`src/sv/gbp_pkg.sv`:
```
`timescale 1ns / 1ps
// ----------------------------------------------------------------------------
// gbp_pkg: shared types and constants of the gshare branch predictor
// Widths of the branch stream, the counter table and the item queue, plus
// the saturating counter helpers used by the back end.
// ----------------------------------------------------------------------------
package gbp_pkg;

  localparam int PC_W        = 24;
  localparam int PC_SHIFT    = 2;
  localparam int IDX_W       = 12;
  localparam int HIST_W      = 12;
  localparam int HLEN_W      = 4;
  localparam int CTR_W       = 3;
  localparam int TABLE_DEPTH = 1 << IDX_W;
  localparam int Q_DEPTH     = 4;
  localparam int Q_PTR_W     = 2;
  localparam int Q_CNT_W     = 3;

  // Effective history length never exceeds the index width or the register.
  localparam int HIST_MAX = (IDX_W < HIST_W) ? IDX_W : HIST_W;

  localparam logic [CTR_W-1:0] CTR_MID = 3'd4;
  localparam logic [CTR_W-1:0] CTR_MAX = 3'd7;
  localparam logic [CTR_W-1:0] CTR_MIN = 3'd0;

  // Item handed from the front end to the back end through the queue.
  typedef struct packed {
    logic [IDX_W-1:0] idx;
    logic             taken;
  } item_t;

  function automatic logic [CTR_W-1:0] ctr_update(input logic [CTR_W-1:0] ctr,
                                                  input logic tk);
    logic [CTR_W-1:0] res;
    res = ctr;
    if (tk) begin
      if (ctr != CTR_MAX) res = ctr + CTR_W'(1);
    end else begin
      if (ctr != CTR_MIN) res = ctr - CTR_W'(1);
    end
    return res;
  endfunction

endpackage

```
`src/sv/gbp_front.sv`:
```
`timescale 1ns / 1ps
// ----------------------------------------------------------------------------
// gbp_front: history register and table index formation
// Holds the history length setting and the global history, hashes each
// accepted branch into a table index and pushes it toward the back end.
// ----------------------------------------------------------------------------
module gbp_front (
  input  logic                           clk,
  input  logic                           rst,
  input  logic                           cfg_we,
  input  logic [gbp_pkg::HLEN_W-1:0]     cfg_wdata,
  input  logic                           accept,
  input  logic [gbp_pkg::PC_W-1:0]       br_addr,
  input  logic                           taken,
  output gbp_pkg::item_t                 item
);

  logic [gbp_pkg::HLEN_W-1:0] history_length;
  logic [gbp_pkg::HIST_W-1:0] history;
  logic [gbp_pkg::HIST_W-1:0] history_next;
  logic [gbp_pkg::HLEN_W-1:0] eff_len;
  logic [gbp_pkg::HIST_W-1:0] hmask;
  logic [gbp_pkg::HIST_W-1:0] hist_low;
  logic [gbp_pkg::HIST_W-1:0] new_bit;
  logic [gbp_pkg::IDX_W-1:0]  pc_idx;
  logic [gbp_pkg::IDX_W-1:0]  hist_idx;

  always_comb begin
    if (history_length > gbp_pkg::HLEN_W'(gbp_pkg::HIST_MAX)) begin
      eff_len = gbp_pkg::HLEN_W'(gbp_pkg::HIST_MAX);
    end else begin
      eff_len = history_length;
    end
    for (int i = 0; i < gbp_pkg::HIST_W; i++) begin
      hmask[i] = (gbp_pkg::HLEN_W'(i) < eff_len);
    end
    hist_low = history & hmask;
    // The newest outcome lands at the top of the active window.
    new_bit  = '0;
    if (eff_len != '0) begin
      new_bit = gbp_pkg::HIST_W'(taken) << (eff_len - gbp_pkg::HLEN_W'(1));
    end
    history_next = (new_bit | (hist_low >> 1)) & hmask;
  end

  assign pc_idx   = br_addr[gbp_pkg::IDX_W+gbp_pkg::PC_SHIFT-1:gbp_pkg::PC_SHIFT];
  assign hist_idx = gbp_pkg::IDX_W'(hist_low);
  assign item.idx   = pc_idx ^ hist_idx;
  assign item.taken = taken;

  always_ff @(posedge clk) begin
    if (rst) begin
      history_length <= '0;
      history        <= '0;
    end else begin
      if (cfg_we) history_length <= cfg_wdata;
      if (accept && (eff_len != '0)) history <= history_next;
    end
  end

endmodule

```
`config.mk`:
```
export PLATFORM = sky130hd
export DESIGN_NAME = gbp_front
export DESIGN_NICKNAME = d
export VERILOG_FILES = /design/src/sv/gbp_pkg.sv /design/src/sv/gbp_front.sv
export SDC_FILE = /design/constraint.sdc
export NUM_CORES = 1
export LEC_CHECK = 0
export BUFFER_PORTS_ARGS = -buffer_cell sky130_fd_sc_hd__buf_2
export CORE_UTILIZATION = 35
export DETAILED_ROUTE_END_ITERATION = 6
export PLACE_DENSITY_LB_ADDON = 0.1
export SYNTH_ARGS = -nofsm -noshare
export SYNTH_HDL_FRONTEND = slang
export SYNTH_SLANG_ARGS = --single-unit
export TNS_END_PERCENT = 1
```
`constraint.sdc`:
```
create_clock -name clk -period 2 [get_ports clk]
set_input_delay 0.1 -clock clk [delete_from_list [all_inputs] [get_ports clk]]
set_output_delay 0.1 -clock clk [all_outputs]
set_load 0.01 [all_outputs]
```
==> metrics.cfg <==
[finish]
fin_nets=227
final_util=0.4570
num_antenna_cells=0
syn_to_final_growth_pct=23.43
layout-drive-gt1-share=0.3138
stdcell_count=234

[clock_tree]
holdBufCountCts=0
cts_tree=done
clock_path_buffers=2
cts_htree_levels=1
cts.reportedPaths.clkPinSlew_ns=0.10
clock_latency_ns=0.29
cts-root-buf=clkbuf_4
cts_sinks=16
cts_buffers=3

[route]
wire_per_inst_um=14.56
drtAntennaViolNets=0
drc=0
first_pass_iters=4
totalWireLength_um=3406
drt-initial-drc-count=70
vias=1255
vias_per_cell=5.363

[synth]
synth.avg_cell_area_um2=8.045
yosysWarnings=0
synth_edf_count=0
seq_area_frac_synth=0.2552
syn_area_mm2=0.001255
synth_flop_cell=dfxtp_1
syn-num-nets=193
synth_cells=156
ys_seq_elements=16
async_reset_ff_frac=0
synth_cell_types=48

[sta]
rsz0062_at_grt=true
setup_tns_ns=0
setup_viol=0
tightest_slew_ns=0.4547
slew_headroom=0.6957
fmax_ghz=0.5321
skew_ns=0.003197
slew_violations=0
timing_hold_violations_final=0
min_period_ns=1.879
timing.final.crit_share=0.9397

[pwr]
p_leak_nw=0.6175
ir_worst_vdd_mv=0.2070
powerDensity_mw_per_mm2=489.2
power_uw=757.7

[placed_design]
port_buffers=33
place.gp.congestion=0.8713
placed_cells=230
dp_hpwl_um=2547

[floorplanning]
die_y_um=61.88
die_w_um=61.88
start_util=0.3702
die-area_mm2=0.003829
rows=21
design.core.area_mm2=0.003390
io-pin-count=46

[grt]
grt_pass1_wl_um=5623
antenna_found_initial=0
grt_pass1_vias=1183
grt_max_degree=27
use_met3=0.02070
grt_overflow=0
grt_use_total=0.2016
top_usage_layer=met2
grt_use_met2=0.3303
grt_use_met1=0.2760

[worst_setup_path]
cpMaxStageDelayCell=dfxtp_2
required_ns=1.90
cpPeakStageDelay_ns=0.38
crit_path_end_kind=output port
arrival_ns=1.78
worstSetupPathType=flop to output port
cp_num_buf_inv=2
rrSetupSlack_ns=0.19
path_cells=nand2_1 -> nand2_2 -> inv_1 -> ha_4 -> and2_1 -> o21ai_1 -> xnor2_1 -> buf_2
cp_top_family=simple AND/OR/NAND/NOR gates
startpoint_type=flop
critPathMaxFanout=5

[hold_path]
hold_path.class=primary input to flop

[job]
cap_violations=0

[status]
outcome=completed

==> logic make-up after synthesis <==
group,share of synthesized area
muxes,0.03191
buffers and inverters,0.06679
and+or+nand+nor,0.2423
AOI/OAI and AO/OA,0.2732
xor gates and xnor gates,0.09073
adders and majority gates,0.03988
DFF,0.2552
==> what timing repair did <==
item                       CTS  global route
buffers inserted             0             1
pin swaps                    0             2
gates resized for setup      4             7
setup endpoints to repair    6            10
==> sequential cells by signal, summed over array words and instances, names as in the netlist <==
signal          flops
history_length      4
history            12
==> power by group <==
group          total, mW  internal [mW]  switching (mW)
registers          0.335          0.328         0.00663
logic              0.244          0.106           0.139
clock network      0.179         0.0702           0.108
total              0.758          0.504           0.254
==> path summary, 6_finish.rpt <==
| path | start | endpoint | cells past startpoint |
|---|---|---|---|
| max reg2reg | history_length[0] | history[9] | 6 |
| min | cfg_wdata[0] | history_length[0] | 3 |
| min reg2reg | history[11] | history[11] | 2 |
| max | history_length[2] | item[7] | 8 |
==> worst min-delay path, cell delays in order <==
cell and delay (ns):
buf_2 0.07, mux2i_1 0.05, nor2_1 0.07
==> routing by layer <==
metal  wire length (um)  vias up
li1                   -      632
met1               1723      593
met2               1557       25
met3                 79        5
met4                 44        0
met5                  0        -
==> layout make-up <==
cell class,count,area (um^2)
Fill cell,343,1841
Multi-Input combinational cell,125,913.4
Sequential cell,16,322.8
Timing Repair Buffer,40,217.7
Tap cell,46,57.56
Clock buffer,3,22.52
Inverter,4,15.01
==> cells in the final DEF (no fill, tap or decap), types with 3 or more instances in the layout <==
master,n
clkbuf_4,3
a311oi_1,3
and2_1,3
ha_4,3
dfxtp_1,14
buf_2,33
o211ai_1,3
and3_1,3
a21oi_1,11
nand2b_1,5
buf_4,7
nand3_1,4
nor2b_1,3
o21ai_0,4
nand2_1,14
a31oi_1,3
nor2_1,7
xnor2_1,11
mux2i_1,4
inv_1,4
==> Yosys cell counts (3+ instances only) <==
cell | count | share of area
a21boi_0 | 3 | 0.018
nand2_1 | 15 | 0.045
nor3_1 | 3 | 0.012
o21ai_0 | 6 | 0.024
dfxtp_1 | 16 | 0.26
a31oi_1 | 3 | 0.015
o211ai_1 | 3 | 0.018
nor2_1 | 7 | 0.021
clkbuf_1 | 3 | 0.0090
buf_2 | 4 | 0.016
inv_1 | 4 | 0.012
mux2i_1 | 4 | 0.032
and3_1 | 3 | 0.015
nand2b_1 | 5 | 0.025
nand3_1 | 4 | 0.016
and2_1 | 3 | 0.015
nor2b_1 | 3 | 0.015
xnor2_1 | 11 | 0.077
a21oi_1 | 12 | 0.048
ha_1 | 4 | 0.040
a311oi_1 | 3 | 0.021
==> per-stage QoR <==
stage / area [um^2] / setup slack, ns / hold slack [ns]
final: 1549 / 0.1206 / 0.03575
after global routing: 1549 / -0.01163 / 0.04284
after CTS: 1510 / 0.03291 / 0.03400
after detailed placement: 1475 / 0.06957 / 0.3476
after global placement: 1475 / 0.07276 / 0.3333
after floorplan: 1287 / 0.008613 / 0.1721
(Power assumes the default switching activity.)
