[src/sv/gbp_pkg.sv]
`timescale 1ns / 1ps
// ----------------------------------------------------------------------------
// gbp_pkg: shared types and constants of the gshare branch predictor
// Widths of the branch stream, the counter table and the item queue, plus
// the saturating counter helpers used by the back end.
// ----------------------------------------------------------------------------
package gbp_pkg;

  localparam int PC_W        = 24;
  localparam int PC_SHIFT    = 2;
  localparam int IDX_W       = 12;
  localparam int HIST_W      = 12;
  localparam int HLEN_W      = 4;
  localparam int CTR_W       = 3;
  localparam int TABLE_DEPTH = 1 << IDX_W;
  localparam int Q_DEPTH     = 4;
  localparam int Q_PTR_W     = 2;
  localparam int Q_CNT_W     = 3;

  // Effective history length never exceeds the index width or the register.
  localparam int HIST_MAX = (IDX_W < HIST_W) ? IDX_W : HIST_W;

  localparam logic [CTR_W-1:0] CTR_MID = 3'd4;
  localparam logic [CTR_W-1:0] CTR_MAX = 3'd7;
  localparam logic [CTR_W-1:0] CTR_MIN = 3'd0;

  // Item handed from the front end to the back end through the queue.
  typedef struct packed {
    logic [IDX_W-1:0] idx;
    logic             taken;
  } item_t;

  function automatic logic [CTR_W-1:0] ctr_update(input logic [CTR_W-1:0] ctr,
                                                  input logic tk);
    logic [CTR_W-1:0] res;
    res = ctr;
    if (tk) begin
      if (ctr != CTR_MAX) res = ctr + CTR_W'(1);
    end else begin
      if (ctr != CTR_MIN) res = ctr - CTR_W'(1);
    end
    return res;
  endfunction

endpackage

[src/sv/gbp_queue.sv]
`timescale 1ns / 1ps
// ----------------------------------------------------------------------------
// gbp_queue: short item queue between front and back ends
// A small register FIFO that lets the front end keep accepting while the
// back end waits on the result side.
// ----------------------------------------------------------------------------
module gbp_queue (
  input  logic           clk,
  input  logic           rst,
  input  logic           push,
  input  gbp_pkg::item_t push_item,
  output logic           not_full,
  input  logic           pop,
  output logic           not_empty,
  output gbp_pkg::item_t head
);

  gbp_pkg::item_t                 entries [gbp_pkg::Q_DEPTH];
  logic [gbp_pkg::Q_PTR_W-1:0]    wr_ptr;
  logic [gbp_pkg::Q_PTR_W-1:0]    rd_ptr;
  logic [gbp_pkg::Q_CNT_W-1:0]    count;

  assign not_full  = (count != gbp_pkg::Q_CNT_W'(gbp_pkg::Q_DEPTH));
  assign not_empty = (count != '0);
  assign head      = entries[rd_ptr];

  always_ff @(posedge clk) begin
    if (push) entries[wr_ptr] <= push_item;
  end

  always_ff @(posedge clk) begin
    if (rst) begin
      wr_ptr <= '0;
      rd_ptr <= '0;
      count  <= '0;
    end else begin
      if (push) wr_ptr <= wr_ptr + gbp_pkg::Q_PTR_W'(1);
      if (pop)  rd_ptr <= rd_ptr + gbp_pkg::Q_PTR_W'(1);
      if (push && !pop) begin
        count <= count + gbp_pkg::Q_CNT_W'(1);
      end else if (pop && !push) begin
        count <= count - gbp_pkg::Q_CNT_W'(1);
      end
    end
  end

endmodule

[config.mk]
export PLATFORM = sky130hd
export DESIGN_NAME = gbp_queue
export DESIGN_NICKNAME = d
export VERILOG_FILES = /design/src/sv/gbp_pkg.sv /design/src/sv/gbp_queue.sv
export SDC_FILE = /design/constraint.sdc
export NUM_CORES = 1
export LEC_CHECK = 0
export BUFFER_PORTS_ARGS = -buffer_cell sky130_fd_sc_hd__clkbuf_2
export CAP_MARGIN = 20
export CORE_MARGIN = 2
export CORE_UTILIZATION = 45
export CTS_CLUSTER_SIZE = 28
export DETAILED_ROUTE_END_ITERATION = 8
export REMOVE_ABC_BUFFERS = 1
export SLEW_MARGIN = 10
export SYNTH_ARGS = -nofsm -noshare
export SYNTH_HDL_FRONTEND = slang
export SYNTH_SLANG_ARGS = --single-unit
[constraint.sdc]
create_clock -name clk -period 1.75 [get_ports clk]
set_input_delay 0.2625 -clock clk [delete_from_list [all_inputs] [get_ports clk]]
set_output_delay 0.2625 -clock clk [all_outputs]
set_load 0.02 [all_outputs]
==> results.sh <==
export IMPL_gr_total_overflow=0
export IMPL_synth_mux_area_share_pct=14.02
export IMPL_cts_buffers=9
export IMPL_synth_cell_types=19
export IMPL_gp_congestion=0.6989
export IMPL_rsz0062_at_grt="yes"
export IMPL_finalNetCount=180
export IMPL_dieArea_mm2=0.005727
export IMPL_synth_adder_area_share_pct=3.571
export IMPL_post_place_ws_ns=-0.008580
export IMPL_power_density_mw_per_mm2=1117
export IMPL_synthSimpleGateAreaFrac_pct=3.247
export IMPL_fmax_mhz=567.6
export IMPL_post_dp_hpwl_um=2428
export IMPL_n_antenna_cell=0
export IMPL_cts_hold_buf=0
export IMPL_multi_input_area_um2=524.3
export IMPL_grtUsageTotal_pct=14.92
export IMPL_yosys_warnings=0
export IMPL_synth_top_area_share_pct=67.53
export IMPL_violations="setup timing"
export IMPL_initial_utilization_pct=45.86
export IMPL_regArea_mm2=0.001743
export IMPL_port_buffers=31
export IMPL_worstPathRequired_ns=1.49
export IMPL_setup_viol=10
export IMPL_postRouteAntennaNets=0
export IMPL_cts_tree="done"
export IMPL_dieWidth_um=75.68
export IMPL_grt_pass1_wl_um=5727
export IMPL_crit_fanout=7
export IMPL_die_y_um=75.68
export IMPL_fillers=396
export IMPL_avgSynthCellArea_um2=20.64
export IMPL_synth_xor_area_share_pct=1.894
export IMPL_p_leak_nw=1.020
export IMPL_hp_start="push_item[4]"
export IMPL_clk_latency_ns=0.32
export IMPL_hold_class="input port to flop"
export IMPL_placed_cell_area_mm2=0.002580
export IMPL_vias_per_cell=4.806
export IMPL_outcome="finished, violations left"
export IMPL_pin_count=32
export IMPL_cp_end_kind="primary output"
export IMPL_synth_top_family_by_area="multiplexers"
export IMPL_area_growth_pct=22.40
export IMPL_path_class="flop to primary output"
export IMPL_cts_clk_slew_worst_paths_ns=0.06
export IMPL_finalPower_w=0.003162
export IMPL_drt_iter0_markers=39
export IMPL_synthTopCellsByArea="edfxtp_1 68%, mux4_2 9.7%, dfxtp_1 7.8%"
export IMPL_synth_seq_cells=61
export IMPL_htreeDepth=3
export IMPL_max_vdd_ir_drop_mv=0.5524
export IMPL_cts_sinks=61
export IMPL_dr_pass1_iters=3
export IMPL_grt_pass1_vias=1206
export IMPL_wl_per_cell_um=16.08
export IMPL_maxSlewViolCount=0
export IMPL_synth_cells=112
export IMPL_design_area_mm2=0.002830
export IMPL_slew_headroom_pct=51.74
export IMPL_finalWirelength_um=3730
export IMPL_finalCritPeriodShare_pct=100.7
export IMPL_core_area_mm2=0.005042
export IMPL_hold_violations=0
export IMPL_vias=1115
export IMPL_drive_above_1_share_pct=38.89
export IMPL_ys_seq_area_share_pct=75.32
export IMPL_finClkSkew_ns=0.005269
export IMPL_arrival_ns=1.50
export IMPL_fin_ws_ns=-0.01189
export IMPL_grt_max_degree=14
export IMPL_grt_antenna_before_repair=0
export IMPL_stdcell_count=232
export IMPL_min_period_ns=1.762
export IMPL_clock_path_buffers=2
export IMPL_synth_compound_area_share_pct=0.4329
export IMPL_max_slew_worst_pin_slew_ns=0.7240
export IMPL_syn_cell_area_mm2=0.002312
export IMPL_critPathLaunchType="flop"
export IMPL_drv_cap=0
export IMPL_drc=0
export IMPL_post_place_cells=216
export IMPL_synth_area_leader_cell="edfxtp_1"
export IMPL_rows=26
export IMPL_clockRootBuffer="clkbuf_8"
export IMPL_r2r_start="wr_ptr[0]"
[metal layers]
layer  up-vias  global-route usage [%]  routed length [µm]
met5         -                       0                   0
met2        24                   23.57                1959
met3         5                   6.085                 157
met1       561                   17.24                1547
li1        525                       -                   -
met4         0                   8.577                  65
[stage by stage]
| step | setup TNS [ns] | hold WS, ns | util, % |
|---|---|---|---|
| 2_1_floorplan | 0 | 0.3316 | - |
| 3_3_place_gp | 0 | 0.4757 | 51.17 |
| 3_5_place_dp | -0.008580 | 0.4858 | 51.17 |
| 4_1_cts | -0.4608 | 0.1379 | 54.62 |
| 5_1_grt | -0.8399 | 0.1337 | 56.13 |
| 6_report | -0.05102 | 0.1543 | 56.13 |
[path summary, 6_finish.rpt]
path | end | slack [ns] | depth (start not counted)
setup / recovery | head[12] | -0.01 | 3
hold / removal | entries[3][4] | 0.15 | 1
setup reg to reg | entries[0][2] | 0.20 | 3
hold reg to reg | rd_ptr[0] | 0.54 | 2
[power breakdown]
part	internal (W)	switching [W]	leakage, nW	total [W]
registers	0.00166	0.0000365	0.552	0.00170
clock network	0.000487	0.000493	0.0789	0.000980
logic	0.000239	0.000243	0.388	0.000482
total	0.00239	0.000772	1.02	0.00316
[cell usage in the layout (no fill, tap or decap)]
master	n
clkbuf_2	18
ha_1	5
dfxtp_2	1
a21oi_1	1
dfxtp_1	8
or3_1	2
nor2_1	8
clkbuf_8	9
clkinv_2	2
mux2i_1	2
clkinvlp_4	1
o21ai_0	1
buf_6	11
clkinv_1	4
inv_1	4
xor2_1	3
mux4_2	13
edfxtp_1	52
buf_8	4
nand2_1	2
fa_1	1
xnor2_1	2
and2_1	4
buf_4	4
[state kept, by name, summed over array words and instances, names as in the netlist, named ones only]
| register | count |
|---|---|
| entries | 52 |
| rd_ptr | 2 |
| wr_ptr | 2 |
| count | 3 |
[Yosys cell counts]
cell,count
nand2_1,2
mux2i_1,2
buf_6,1
ha_1,5
xor2_1,3
clkbuf_1,1
fa_1,1
a21oi_1,1
dfxtp_1,9
nor2_1,8
inv_1,4
mux4_1,3
mux4_2,10
o21ai_0,1
or3_1,2
buf_2,1
edfxtp_1,52
xnor2_1,2
and2_1,4
[worst max-delay path: stages (launching register included)]
cell	delay, ns
dfxtp_2	0.36
buf_8	0.15
mux4_2	0.52
buf_6	0.15
[what timing repair did]
action | 4_1_cts | 5_1_grt
pin swaps | 0 | 0
buffers inserted | 0 | 0
setup endpoints to repair | 13 | 13
resized for setup | 11 | 36
[cell families after synthesis]
kind of cell,after synthesis
compound gates,2
xor+xnor,5
fa+ha+maj,6
buf+inv,7
flops,61
mux,15
simple gates,16
[final cells by class]
type                            instances  area share, %
Clock inverter                          7          1.149
Sequential cell                        61          61.58
Multi-Input combinational cell         44          18.52
Tap cell                               70          3.095
Clock buffer                            9          4.377
Timing Repair Buffer                   37          10.74
Inverter                                4         0.5305
(Power assumes the default switching activity.)
